===== src/design/source_tokenizer_assert.svh =====
// Assertion macros shared by the source tokenizer modules.
// Needs nothing else; include it by its bare file name.
`ifndef SOURCE_TOKENIZER_ASSERT_SVH
`define SOURCE_TOKENIZER_ASSERT_SVH

// Same-cycle implication, disabled while reset is low
`define STK_ASSERT_SAME(label, clk, rst_n, ante, cons) \
    label: assert property (@(posedge clk) disable iff (!rst_n) (ante) |-> (cons)) \
        else $error("source_tokenizer: same-cycle check failed");

// Next-cycle implication, disabled while reset is low
`define STK_ASSERT_NEXT(label, clk, rst_n, ante, cons) \
    label: assert property (@(posedge clk) disable iff (!rst_n) (ante) |=> (cons)) \
        else $error("source_tokenizer: next-cycle check failed");

`endif


===== src/design/srctok_pkg.sv =====
// Shared types, character codes and classification helpers of the source tokenizer.
// Depends on nothing; every design module imports it.
package srctok_pkg;

    localparam int TEXT_W = 8;
    localparam int LEN_W  = 16;
    localparam int POS_W  = 16;
    localparam int CFG_W  = 16;

    // Configuration register indexes
    localparam logic [0:0] CFG_START_LINE   = 1'b0;
    localparam logic [0:0] CFG_START_COLUMN = 1'b1;

    // Result kinds; K_VALUE doubles as "no held token" in the front end
    typedef enum logic [3:0] {
        K_VALUE  = 4'd0,
        K_ERROR  = 4'd1,
        K_EOF    = 4'd2,
        K_WORD   = 4'd3,
        K_INT    = 4'd4,
        K_FLOAT  = 4'd5,
        K_ASSIGN = 4'd6,
        K_SEMI   = 4'd7,
        K_LPAREN = 4'd8,
        K_RPAREN = 4'd9,
        K_LBRACE = 4'd10,
        K_RBRACE = 4'd11,
        K_MUL    = 4'd12,
        K_COLON  = 4'd13,
        K_ARROW  = 4'd14
    } t_kind;

    typedef enum logic [1:0] {
        E_NONE = 2'd0,
        E_DASH = 2'd1,
        E_BAD  = 2'd2
    } t_err;

    // Character codes
    localparam logic [7:0] CH_TAB    = 8'h09;
    localparam logic [7:0] CH_LF     = 8'h0A;
    localparam logic [7:0] CH_CR     = 8'h0D;
    localparam logic [7:0] CH_SPACE  = 8'h20;
    localparam logic [7:0] CH_LPAREN = 8'h28;
    localparam logic [7:0] CH_RPAREN = 8'h29;
    localparam logic [7:0] CH_STAR   = 8'h2A;
    localparam logic [7:0] CH_DASH   = 8'h2D;
    localparam logic [7:0] CH_DOT    = 8'h2E;
    localparam logic [7:0] CH_SLASH  = 8'h2F;
    localparam logic [7:0] CH_COLON  = 8'h3A;
    localparam logic [7:0] CH_SEMI   = 8'h3B;
    localparam logic [7:0] CH_EQ     = 8'h3D;
    localparam logic [7:0] CH_GT     = 8'h3E;
    localparam logic [7:0] CH_UNDER  = 8'h5F;
    localparam logic [7:0] CH_LBRACE = 8'h7B;
    localparam logic [7:0] CH_RBRACE = 8'h7D;

    typedef struct packed {
        t_kind              kind;
        logic [TEXT_W-1:0]  ch;
        logic [LEN_W-1:0]   len;
        logic [POS_W-1:0]   line;
        logic [POS_W-1:0]   col;
        t_err               err;
    } t_result;

    // Up to two results caused by one input item
    typedef struct packed {
        logic              two;
        t_result [1:0]     res;
    } t_bundle;

    localparam int Q_DEPTH = 4;
    localparam int Q_AW    = $clog2(Q_DEPTH);

    function automatic logic is_alpha(input logic [7:0] c);
        is_alpha = (c >= 8'h61 && c <= 8'h7A) || (c >= 8'h41 && c <= 8'h5A);
    endfunction

    function automatic logic is_digit(input logic [7:0] c);
        is_digit = (c >= 8'h30 && c <= 8'h39);
    endfunction

    function automatic logic is_space(input logic [7:0] c);
        is_space = (c == CH_SPACE) || (c == CH_TAB) || (c == CH_CR) || (c == CH_LF);
    endfunction

    function automatic t_kind punct_kind(input logic [7:0] c);
        case (c)
            CH_EQ:     punct_kind = K_ASSIGN;
            CH_SEMI:   punct_kind = K_SEMI;
            CH_LPAREN: punct_kind = K_LPAREN;
            CH_RPAREN: punct_kind = K_RPAREN;
            CH_LBRACE: punct_kind = K_LBRACE;
            CH_RBRACE: punct_kind = K_RBRACE;
            CH_STAR:   punct_kind = K_MUL;
            CH_COLON:  punct_kind = K_COLON;
            default:   punct_kind = K_VALUE;
        endcase
    endfunction

    function automatic t_result make_result(input t_kind k, input logic [TEXT_W-1:0] ch,
                                            input logic [LEN_W-1:0] len,
                                            input logic [POS_W-1:0] line,
                                            input logic [POS_W-1:0] col, input t_err e);
        t_result r;
        r.kind = k;
        r.ch   = ch;
        r.len  = len;
        r.line = line;
        r.col  = col;
        r.err  = e;
        make_result = r;
    endfunction

endpackage


===== src/design/srctok_front.sv =====
// Front end of the source tokenizer: accepts bytes, tracks position and scan mode,
// and builds the bundle of results for each item. Depends on srctok_pkg.
`include "source_tokenizer_assert.svh"

module srctok_front #(
    parameter int COORD_BITS = 16
) (
    input  logic                          i_clk,
    input  logic                          i_rst_n,
    input  logic                          i_cfg_we,
    input  logic [0:0]                    i_cfg_index,
    input  logic [srctok_pkg::CFG_W-1:0]  i_cfg_data,
    input  logic                          i_valid,
    output logic                          o_ready,
    input  logic [srctok_pkg::TEXT_W-1:0] i_text_byte,
    input  logic                          i_end_of_text,
    input  logic                          i_full,
    output logic                          o_push,
    output srctok_pkg::t_bundle           o_bundle
);
    import srctok_pkg::*;

    // Position counters are never narrower than the start registers
    localparam int CW = (COORD_BITS > CFG_W) ? COORD_BITS : CFG_W;
    localparam logic [CW-1:0] COORD_MAX = CW'((64'd1 << COORD_BITS) - 64'd1);
    localparam logic [LEN_W-1:0] LEN_MAX = '1;

    typedef enum logic [3:0] {
        M_IDLE, M_WORD, M_INT, M_FLOAT, M_MINUS, M_SLASH, M_COMMENT, M_DONE, M_ERR1, M_ERR2
    } t_mode;

    t_mode            r_mode, n_mode;
    t_kind            r_pending, n_pending;
    logic [CW-1:0]    r_line, n_line, r_col, n_col;
    logic             r_seen, n_seen;
    logic [LEN_W-1:0] r_count, n_count;
    logic [POS_W-1:0] r_held_line, n_held_line, r_held_col, n_held_col;
    logic [CFG_W-1:0] r_start_line, r_start_col;

    logic [CW-1:0]    eff_line, eff_col, pos_line, pos_col;
    logic [POS_W-1:0] eff_line16, eff_col16, pos_line16, pos_col16;
    logic [1:0]       cnt;
    logic             idle_path, value_path, fresh, accept;
    logic [LEN_W-1:0] count_base;
    t_kind            pk, scan_kind;
    t_result [1:0]    res_slot;

    function automatic logic [CW-1:0] sat_inc(input logic [CW-1:0] v);
        sat_inc = (v >= COORD_MAX) ? COORD_MAX : v + 1'b1;
    endfunction

    assign o_ready = !i_full;
    assign accept  = i_valid && o_ready;
    assign o_push  = accept && (cnt != 2'd0);
    assign o_bundle.two = cnt[1];
    assign o_bundle.res = res_slot;

    // Position of the current byte and of the end mark
    always_comb begin
        eff_line = r_seen ? r_line : CW'(r_start_line);
        eff_col  = r_seen ? r_col  : CW'(r_start_col);
        if (!r_seen) begin
            pos_line = eff_line;
            pos_col  = eff_col;
        end else if (i_text_byte == CH_LF) begin
            pos_line = sat_inc(r_line);
            pos_col  = CW'(1);
        end else begin
            pos_line = r_line;
            pos_col  = sat_inc(r_col);
        end
    end

    assign eff_line16 = eff_line[POS_W-1:0];
    assign eff_col16  = eff_col[POS_W-1:0];
    assign pos_line16 = pos_line[POS_W-1:0];
    assign pos_col16  = pos_col[POS_W-1:0];
    assign pk         = punct_kind(i_text_byte);
    assign scan_kind  = (r_mode == M_WORD) ? K_WORD : ((r_mode == M_INT) ? K_INT : K_FLOAT);

    // Scan step: next state and the results of this item
    always_comb begin
        n_mode      = r_mode;
        n_pending   = r_pending;
        n_line      = r_line;
        n_col       = r_col;
        n_seen      = r_seen;
        n_count     = r_count;
        n_held_line = r_held_line;
        n_held_col  = r_held_col;
        cnt         = 2'd0;
        res_slot    = '0;
        idle_path   = 1'b0;
        value_path  = 1'b0;
        fresh       = 1'b0;
        count_base  = r_count;

        if (r_mode == M_ERR1 || r_mode == M_ERR2) begin
            // repeat the held error
            res_slot[0] = make_result(K_ERROR, '0, '0, r_held_line, r_held_col,
                                      (r_mode == M_ERR1) ? E_DASH : E_BAD);
            cnt = 2'd1;
        end else if (i_end_of_text) begin
            n_line = eff_line;
            n_col  = eff_col;
            case (r_mode)
                M_MINUS: begin
                    n_mode      = M_ERR1;
                    res_slot[0] = make_result(K_ERROR, '0, '0, r_held_line, r_held_col,
                                              E_DASH);
                    cnt = 2'd1;
                end
                M_SLASH: begin
                    n_mode      = M_ERR2;
                    res_slot[0] = make_result(K_ERROR, '0, '0, r_held_line, r_held_col,
                                              E_BAD);
                    cnt = 2'd1;
                end
                default: begin
                    // flush the open or held token, then close the text
                    if (r_mode == M_WORD || r_mode == M_INT || r_mode == M_FLOAT) begin
                        res_slot[0] = make_result(scan_kind, '0, r_count, eff_line16,
                                                  eff_col16, E_NONE);
                        cnt = 2'd1;
                    end else if (r_pending != K_VALUE) begin
                        res_slot[0] = make_result(r_pending, '0, '0, eff_line16, eff_col16,
                                                  E_NONE);
                        cnt = 2'd1;
                    end
                    res_slot[cnt[0]] = make_result(K_EOF, '0, '0, eff_line16, eff_col16,
                                                   E_NONE);
                    cnt       = cnt + 2'd1;
                    n_pending = K_VALUE;
                    n_mode    = M_DONE;
                end
            endcase
        end else if (r_mode != M_DONE) begin
            n_line = pos_line;
            n_col  = pos_col;
            n_seen = 1'b1;
            case (r_mode)
                M_WORD: begin
                    if (is_alpha(i_text_byte) || is_digit(i_text_byte) ||
                        i_text_byte == CH_UNDER) begin
                        value_path = 1'b1;
                    end else begin
                        res_slot[0] = make_result(K_WORD, '0, r_count, pos_line16,
                                                  pos_col16, E_NONE);
                        cnt       = 2'd1;
                        n_mode    = M_IDLE;
                        idle_path = 1'b1;
                    end
                end
                M_INT: begin
                    if (is_digit(i_text_byte)) begin
                        value_path = 1'b1;
                    end else if (i_text_byte == CH_DOT) begin
                        n_mode     = M_FLOAT;
                        value_path = 1'b1;
                    end else begin
                        res_slot[0] = make_result(K_INT, '0, r_count, pos_line16,
                                                  pos_col16, E_NONE);
                        cnt       = 2'd1;
                        n_mode    = M_IDLE;
                        idle_path = 1'b1;
                    end
                end
                M_FLOAT: begin
                    if (is_digit(i_text_byte)) begin
                        value_path = 1'b1;
                    end else begin
                        res_slot[0] = make_result(K_FLOAT, '0, r_count, pos_line16,
                                                  pos_col16, E_NONE);
                        cnt       = 2'd1;
                        n_mode    = M_IDLE;
                        idle_path = 1'b1;
                    end
                end
                M_MINUS: begin
                    if (i_text_byte == CH_GT) begin
                        n_pending = K_ARROW;
                        n_mode    = M_IDLE;
                    end else begin
                        n_mode      = M_ERR1;
                        res_slot[0] = make_result(K_ERROR, '0, '0, r_held_line, r_held_col,
                                                  E_DASH);
                        cnt = 2'd1;
                    end
                end
                M_SLASH: begin
                    if (i_text_byte == CH_SLASH) begin
                        n_mode = M_COMMENT;
                    end else begin
                        n_mode      = M_ERR2;
                        res_slot[0] = make_result(K_ERROR, '0, '0, r_held_line, r_held_col,
                                                  E_BAD);
                        cnt = 2'd1;
                    end
                end
                M_COMMENT: begin
                    if (i_text_byte == CH_LF) begin
                        n_mode = M_IDLE;
                    end
                end
                default: begin
                    // release a held punctuation token at this byte's position
                    if (r_pending != K_VALUE) begin
                        res_slot[0] = make_result(r_pending, '0, '0, pos_line16, pos_col16,
                                                  E_NONE);
                        cnt       = 2'd1;
                        n_pending = K_VALUE;
                    end
                    idle_path = 1'b1;
                end
            endcase

            // this byte starts something new
            if (idle_path) begin
                if (is_space(i_text_byte)) begin
                    n_mode = M_IDLE;
                end else if (pk != K_VALUE) begin
                    n_pending = pk;
                end else if (i_text_byte == CH_DASH || i_text_byte == CH_SLASH) begin
                    n_mode      = (i_text_byte == CH_DASH) ? M_MINUS : M_SLASH;
                    n_held_line = pos_line16;
                    n_held_col  = pos_col16;
                end else if (is_alpha(i_text_byte)) begin
                    n_mode     = M_WORD;
                    fresh      = 1'b1;
                    value_path = 1'b1;
                end else if (is_digit(i_text_byte)) begin
                    n_mode     = M_INT;
                    fresh      = 1'b1;
                    value_path = 1'b1;
                end else begin
                    n_mode           = M_ERR2;
                    n_held_line      = pos_line16;
                    n_held_col       = pos_col16;
                    res_slot[cnt[0]] = make_result(K_ERROR, '0, '0, pos_line16, pos_col16,
                                                   E_BAD);
                    cnt = cnt + 2'd1;
                end
            end

            // count and give out one value character
            if (value_path) begin
                count_base       = fresh ? '0 : r_count;
                n_count          = (count_base == LEN_MAX) ? count_base : count_base + 1'b1;
                res_slot[cnt[0]] = make_result(K_VALUE, i_text_byte, '0, pos_line16,
                                               pos_col16, E_NONE);
                cnt = cnt + 2'd1;
            end
        end
    end

    // State and configuration registers
    always_ff @(posedge i_clk) begin
        if (!i_rst_n) begin
            r_mode       <= M_IDLE;
            r_pending    <= K_VALUE;
            r_line       <= CW'(1);
            r_col        <= CW'(1);
            r_seen       <= 1'b0;
            r_count      <= '0;
            r_held_line  <= '0;
            r_held_col   <= '0;
            r_start_line <= CFG_W'(1);
            r_start_col  <= CFG_W'(1);
        end else begin
            if (i_cfg_we) begin
                case (i_cfg_index)
                    CFG_START_LINE:   r_start_line <= i_cfg_data;
                    CFG_START_COLUMN: r_start_col  <= i_cfg_data;
                    default:          r_start_line <= r_start_line;
                endcase
            end
            if (accept) begin
                r_mode      <= n_mode;
                r_pending   <= n_pending;
                r_line      <= n_line;
                r_col       <= n_col;
                r_seen      <= n_seen;
                r_count     <= n_count;
                r_held_line <= n_held_line;
                r_held_col  <= n_held_col;
            end
        end
    end

    // Errors hold until reset
    `STK_ASSERT_NEXT(a_dash_err_sticky, i_clk, i_rst_n, r_mode == M_ERR1, r_mode == M_ERR1)
    `STK_ASSERT_NEXT(a_bad_err_sticky, i_clk, i_rst_n, r_mode == M_ERR2, r_mode == M_ERR2)

endmodule


===== src/design/srctok_fifo.sv =====
// Short result queue between the tokenizer front end and back end.
// Holds one bundle per entry; depends on srctok_pkg.
module srctok_fifo (
    input  logic                i_clk,
    input  logic                i_rst_n,
    input  logic                i_push,
    input  srctok_pkg::t_bundle i_data,
    output logic                o_full,
    input  logic                i_pop,
    output srctok_pkg::t_bundle o_head,
    output logic                o_empty
);
    import srctok_pkg::*;

    t_bundle         r_mem [Q_DEPTH];
    logic [Q_AW-1:0] r_wp, r_rp;
    logic [Q_AW:0]   r_fill;

    assign o_full  = (r_fill == (Q_AW+1)'(Q_DEPTH));
    assign o_empty = (r_fill == '0);
    assign o_head  = r_mem[r_rp];

    // Store incoming bundles
    always_ff @(posedge i_clk) begin
        if (i_push) begin
            r_mem[r_wp] <= i_data;
        end
    end

    // Advance pointers and fill level
    always_ff @(posedge i_clk) begin
        if (!i_rst_n) begin
            r_wp   <= '0;
            r_rp   <= '0;
            r_fill <= '0;
        end else begin
            if (i_push) begin
                r_wp <= r_wp + 1'b1;
            end
            if (i_pop) begin
                r_rp <= r_rp + 1'b1;
            end
            case ({i_push, i_pop})
                2'b10:   r_fill <= r_fill + 1'b1;
                2'b01:   r_fill <= r_fill - 1'b1;
                default: r_fill <= r_fill;
            endcase
        end
    end

endmodule


===== src/design/srctok_back.sv =====
// Back end of the source tokenizer: splits queued bundles into single results
// and drives the output register. Depends on srctok_pkg.
`include "source_tokenizer_assert.svh"

module srctok_back (
    input  logic                          i_clk,
    input  logic                          i_rst_n,
    input  srctok_pkg::t_bundle           i_head,
    input  logic                          i_empty,
    output logic                          o_pop,
    output logic                          o_valid,
    input  logic                          i_ready,
    output logic [3:0]                    o_result_kind,
    output logic [srctok_pkg::TEXT_W-1:0] o_value_char,
    output logic [srctok_pkg::LEN_W-1:0]  o_token_length,
    output logic [srctok_pkg::POS_W-1:0]  o_line,
    output logic [srctok_pkg::POS_W-1:0]  o_column,
    output logic [1:0]                    o_error_code,
    output logic                          o_last
);
    import srctok_pkg::*;

    t_result r_out;
    logic    r_valid, r_last, r_sel;
    logic    load, head_last;

    assign head_last = r_sel || !i_head.two;
    assign load      = !i_empty && (!r_valid || i_ready);
    assign o_pop     = load && head_last;

    // Load the next result whenever one waits and the output register frees up
    always_ff @(posedge i_clk) begin
        if (!i_rst_n) begin
            r_valid <= 1'b0;
            r_sel   <= 1'b0;
        end else if (load) begin
            r_valid <= 1'b1;
            r_sel   <= !head_last;
        end else if (i_ready) begin
            r_valid <= 1'b0;
        end
    end

    always_ff @(posedge i_clk) begin
        if (load) begin
            r_out  <= i_head.res[r_sel];
            r_last <= head_last;
        end
    end

    assign o_valid        = r_valid;
    assign o_result_kind  = r_out.kind;
    assign o_value_char   = r_out.ch;
    assign o_token_length = r_out.len;
    assign o_line         = r_out.line;
    assign o_column       = r_out.col;
    assign o_error_code   = r_out.err;
    assign o_last         = r_last;

    // Second half of a bundle waits at the queue head
    `STK_ASSERT_SAME(a_second_waits, i_clk, i_rst_n, r_sel, !i_empty)
    // A non-final result is followed at once by the next one
    `STK_ASSERT_NEXT(a_pair_back_to_back, i_clk, i_rst_n, o_valid && i_ready && !o_last, o_valid)

endmodule


===== src/design/source_tokenizer.sv =====
// Source tokenizer top level: front end, result queue and back end.
// Depends on srctok_pkg, srctok_front, srctok_fifo and srctok_back.
//
// Input channel: one text byte or an end mark per item (i_valid / o_ready).
// Output channel: one result per transfer (o_valid / i_ready); o_last flags the
// final result an input item caused. Items that cause no result (blanks,
// comment text, held punctuation) produce nothing on the output.
// Configuration: i_cfg_we writes i_cfg_data into the register at i_cfg_index
// (0 start line, 1 start column) in the same cycle; write only while idle.
// Results of an accepted item are written to the queue at the accepting edge and
// move on into the output register as soon as it is free.
// Throughput: one item per cycle while items give at most one result each and the
// receiver keeps i_ready high; the output port moves one result per cycle, so a run
// of items with two results drains slower than it is taken.
// Stalls: a four-entry queue decouples the sides; o_ready drops while the queue
// is full, which happens when the receiver holds i_ready low or when two-result
// items arrive faster than the output drains them.
// Reset: scan state cleared, start line and column set to 1, queue emptied.
module source_tokenizer #(
    parameter int COORD_BITS = 16
) (
    input  logic                          i_clk,
    input  logic                          i_rst_n,
    input  logic                          i_cfg_we,
    input  logic [0:0]                    i_cfg_index,
    input  logic [srctok_pkg::CFG_W-1:0]  i_cfg_data,
    input  logic                          i_valid,
    output logic                          o_ready,
    input  logic [srctok_pkg::TEXT_W-1:0] i_text_byte,
    input  logic                          i_end_of_text,
    output logic                          o_valid,
    input  logic                          i_ready,
    output logic [3:0]                    o_result_kind,
    output logic [srctok_pkg::TEXT_W-1:0] o_value_char,
    output logic [srctok_pkg::LEN_W-1:0]  o_token_length,
    output logic [srctok_pkg::POS_W-1:0]  o_line,
    output logic [srctok_pkg::POS_W-1:0]  o_column,
    output logic [1:0]                    o_error_code,
    output logic                          o_last
);
    import srctok_pkg::*;

    t_bundle push_data, head;
    logic    push, full, pop, empty;

    srctok_front #(
        .COORD_BITS(COORD_BITS)
    ) u_front (
        .i_clk        (i_clk),
        .i_rst_n      (i_rst_n),
        .i_cfg_we     (i_cfg_we),
        .i_cfg_index  (i_cfg_index),
        .i_cfg_data   (i_cfg_data),
        .i_valid      (i_valid),
        .o_ready      (o_ready),
        .i_text_byte  (i_text_byte),
        .i_end_of_text(i_end_of_text),
        .i_full       (full),
        .o_push       (push),
        .o_bundle     (push_data)
    );

    srctok_fifo u_fifo (
        .i_clk  (i_clk),
        .i_rst_n(i_rst_n),
        .i_push (push),
        .i_data (push_data),
        .o_full (full),
        .i_pop  (pop),
        .o_head (head),
        .o_empty(empty)
    );

    srctok_back u_back (
        .i_clk         (i_clk),
        .i_rst_n       (i_rst_n),
        .i_head        (head),
        .i_empty       (empty),
        .o_pop         (pop),
        .o_valid       (o_valid),
        .i_ready       (i_ready),
        .o_result_kind (o_result_kind),
        .o_value_char  (o_value_char),
        .o_token_length(o_token_length),
        .o_line        (o_line),
        .o_column      (o_column),
        .o_error_code  (o_error_code),
        .o_last        (o_last)
    );

endmodule


===== config.mk =====
export PLATFORM = sky130hd
export DESIGN_NAME = source_tokenizer
export DESIGN_NICKNAME = d
export VERILOG_FILES = /design/src/design/srctok_pkg.sv /design/src/design/srctok_front.sv /design/src/design/srctok_fifo.sv /design/src/design/srctok_back.sv /design/src/design/source_tokenizer.sv
export VERILOG_INCLUDE_DIRS = /design/src /design/src/design
export SDC_FILE = /design/constraint.sdc
export NUM_CORES = 1
export LEC_CHECK = 0
export BUFFER_PORTS_ARGS = -buffer_cell sky130_fd_sc_hd__buf_2
export CAP_MARGIN = 20
export CORE_MARGIN = 2
export CORE_UTILIZATION = 55
export DETAILED_ROUTE_END_ITERATION = 10
export PLACE_DENSITY = 0.72
export SLEW_MARGIN = 20
export SYNTH_ARGS = -nofsm -noshare
export SYNTH_HDL_FRONTEND = slang
export SYNTH_HIERARCHICAL = 1
export SYNTH_SLANG_ARGS = --single-unit

===== constraint.sdc =====
create_clock -name i_clk -period 17.5 [get_ports i_clk]
set_input_delay 0.875 -clock i_clk [delete_from_list [all_inputs] [get_ports i_clk]]
set_output_delay 0.875 -clock i_clk [all_outputs]
set_load 0.01 [all_outputs]

==> metrics.log <==
INFO  metric drt-vias-per-instance = 6.15
INFO  metric clock.fmax = 165 MHz
INFO  metric max_slew.worst_pin.slew = 1100 ps
INFO  metric synth-seq-area-share = 0.641
INFO  metric detailedPlace.worstSlack = 10,830 ps
INFO  metric detail_route.first_pass.iterations = 6
INFO  metric post_synth_inst_count = 2,080
INFO  metric top_usage_layer = met1
INFO  metric clk-insertion-delay-late = 610 ps
INFO  metric placement_rows = 86
INFO  metric ffs_latches_synth = 695
INFO  metric die-area = 0.0573 mm²
INFO  metric gpl.final_weighted_congestion = 0.885
INFO  metric track_usage = 0.248
INFO  metric groute.layer.met2.usage = 0.369
INFO  metric finalNetCount = 2,190
INFO  metric grt_use_met3 = 0.0396
INFO  metric p_per_area = 155 mW/mm²
INFO  metric hold_viol = 0
INFO  metric outcome = completed
INFO  metric syn-cell-area = 0.0305 mm²
INFO  metric cts_tree = done
INFO  metric numClockSinks = 695
INFO  metric port_buffers = 95
INFO  metric post_cts_resized = 0
INFO  metric place.detailed.instances = 2,821
INFO  metric route.final.wire_length = 70,100 µm
INFO  metric slew_hr = 0.268
INFO  metric postRouteAntennaNets = 0
INFO  metric crit_path_max_fanout = 70
INFO  metric total_via_count_after_detailed_routing = 18,200
INFO  metric ctsHtreeMaxLevel = 3
INFO  metric cts_root_buf = clkbuf_16
INFO  metric min_period_over_period = 0.347
INFO  metric max-vdd-ir-drop = 0.101 mV
INFO  metric final-instance-count-excl-fill = 2,953
INFO  metric syn_avg_cell_area = 14.7 µm²
INFO  metric p_leak = 0.0115 µW
INFO  metric period_minus_slack = 6080 ps
INFO  metric wire_per_inst = 23.7 µm
INFO  metric worst-endpoint-arrival = 6310 ps
INFO  metric antenna_cells = 0
INFO  metric capturing_element_type_of_the_critical_path = flop
INFO  metric antenna_found_initial = 1
INFO  metric grt_first_pass_wirelength = 106,000 µm
INFO  metric largest_net_degree_at_the_start_of_global_routing = 94
INFO  metric synth_enable_flop_cells = 563
INFO  metric initial_utilization = 0.555
INFO  metric hpwl = 44,400 µm
INFO  metric slew_violations = 0
INFO  metric postSynth.asyncResetShare = 0
INFO  metric grt_pass1_vias = 17,500
INFO  metric synthFlopType = edfxtp_1
INFO  metric clock_skew = 18.6 ps
INFO  metric post_cts_setup_buffer_count = 0
INFO  metric drive_above_1_share = 0.221
INFO  metric drc_errors = 0
INFO  metric largest_reg_by_ff_count = u_fifo/r_mem
INFO  metric dieHeight = 239 µm
INFO  metric final.setup.worst_slack = 11,420 ps
INFO  metric worst-endpoint-required = 17,730 ps
INFO  metric grt_overflow = 0
INFO  metric core_region_area = 0.0550 mm²
INFO  metric largest_register_ffs = 500
INFO  metric synth.distinct_cells = 95
INFO  metric timing.hold.worst.class = reg2reg
INFO  metric dieWidth = 239 µm
INFO  metric areaGrowthSynthToFinish = 10.5%
INFO  metric crit_path_start_kind = input port
INFO  metric filler_cell_count = 3,999
INFO  metric timing.setup.critical_path_class = in2reg
INFO  metric cts_hold_buffers = 0
INFO  metric gr-usage-met1 = 0.374
INFO  metric rsz0062_at_grt = false
INFO  metric maxCapViolCount = 0
INFO  metric cts_buffer_count = 72
INFO  metric finalSetupViolations = 0
INFO  metric yosys_warnings = 6
INFO  metric clock_path_buffers = 3
INFO  metric fin_setup_tns = 0 ps
INFO  metric drt-initial-drc-count = 2,009
INFO  metric boundaryPins = 96
INFO  metric cts.clk_slew.worst_paths = 60 ps
## cells in the mapped netlist, types with 8 or more instances
master	count	share of area
a21o_1	12	0.0030
nor2_2	13	0.0027
nand4_1	20	0.0041
a221o_1	12	0.0039
o22ai_1	10	0.0021
a21oi_1	83	0.014
nor2_1	111	0.014
a21boi_0	44	0.011
edfxtp_1	563	0.55
nand3_1	46	0.0076
clkbuf_1	63	0.0078
buf_2	34	0.0056
o221ai_1	14	0.0040
and2_1	61	0.013
mux4_2	125	0.092
nand2_1	202	0.025
mux2i_1	14	0.0046
xor2_1	28	0.0080
ha_1	10	0.0041
buf_6	18	0.0066
nand2b_1	19	0.0039
inv_1	22	0.0027
dfxtp_1	132	0.087
o211a_1	13	0.0043
o31ai_1	8	0.0020
o21ai_0	77	0.013
nor3b_1	10	0.0025
and3_1	19	0.0039
mux2_4	59	0.029
mux2_2	14	0.0052
o21a_1	9	0.0022
nor3_1	16	0.0026
buf_4	24	0.0059
a31oi_1	17	0.0035
nor2b_1	25	0.0051
xnor2_1	11	0.0032
## per-stage QoR
stage | instance area (µm²) | hold WS, ps | total power [µW] | util
3_5_place_dp | 31400 | 454 | 3770 | 0.571
3_3_place_gp | 31400 | 441 | 3740 | 0.570
2_1_floorplan | 30600 | 433 | 3360 | -
5_1_grt | 33700 | 485 | 5450 | 0.613
6_report | 33700 | 460 | 5230 | 0.613
4_1_cts | 33700 | 462 | 5270 | 0.613
## worst max-delay path: stages
cell	delay [ps]
buf_2	330
and4b_1	290
nand4_1	300
a41o_1	380
o31a_2	400
ha_1	410
mux2i_4	250
ha_1	280
nand2_1	60
mux2i_1	70
a31oi_1	630
and2_4	450
buf_4	850
buf_4	650
## layer usage
| metal | vias to the layer above | part of all wire |
|---|---|---|
| met3 | 107 | 0.080 |
| met5 | - | 0 |
| met4 | 0 | 0.027 |
| li1 | 8087 | - |
| met1 | 9157 | 0.44 |
| met2 | 818 | 0.46 |
## path summary, 6_finish.rpt
path | start | to | slack [ps] | depth (start not counted)
setup / recovery | i_text_byte[1] | u_fifo/r_mem[2][65] | 11420 | 14
hold / removal | u_front/r_start_col[5] | u_front/r_start_col[5] | 460 | 2
setup reg to reg | u_front/r_mode[2] | u_fifo/r_mem[2][65] | 11520 | 13
hold reg to reg | u_front/r_start_col[5] | u_front/r_start_col[5] | 460 | 2
## cells by family after synthesis
kind of cell | Yosys count | synth area share
AND/OR/NAND/NOR | 579 | 0.0947
multiplexers | 213 | 0.132
XOR/XNOR | 39 | 0.0112
adder cells (fa/ha/maj) | 11 | 0.00476
AO/OA/AOI/OAI | 376 | 0.0869
flip-flops | 695 | 0.641
other | 1 | 0.000123
buffers and inverters | 166 | 0.0293
## final cells by class
type	count	area [µm²]	share of cell area
clock inverters	42	353	0.0105
repair buffers	117	643	0.0191
clock buffers	89	1960	0.0583
inverters	23	88.8	0.00264
flip-flops and latches	695	19600	0.580
well taps	748	936	0.0278
multi-input cells	1239	10200	0.301
## report_power, final
group          leakage [µW]  internal [µW]  total (µW)  switching, µW
Sequential          0.00635           2240        2400            157
Clock               0.00113            873        1490            618
Combinational       0.00401            565        1340            773
## cell usage in the layout, fill, tap and decap left out, drive strengths merged, types with 28 or more instances in the layout
cell type,Yosys,final
a21oi,90,90
buf,80,117
o21ai,85,85
mux2,73,73
clkbuf,63,89
nand2,203,203
nor2,124,124
and2,61,61
mux4,125,125
edfxtp,563,563
xor2,28,28
dfxtp,132,132
nand3,47,47
clkinv,0,30
a21boi,48,48
Note: power is estimated with default switching activity, not from simulation.
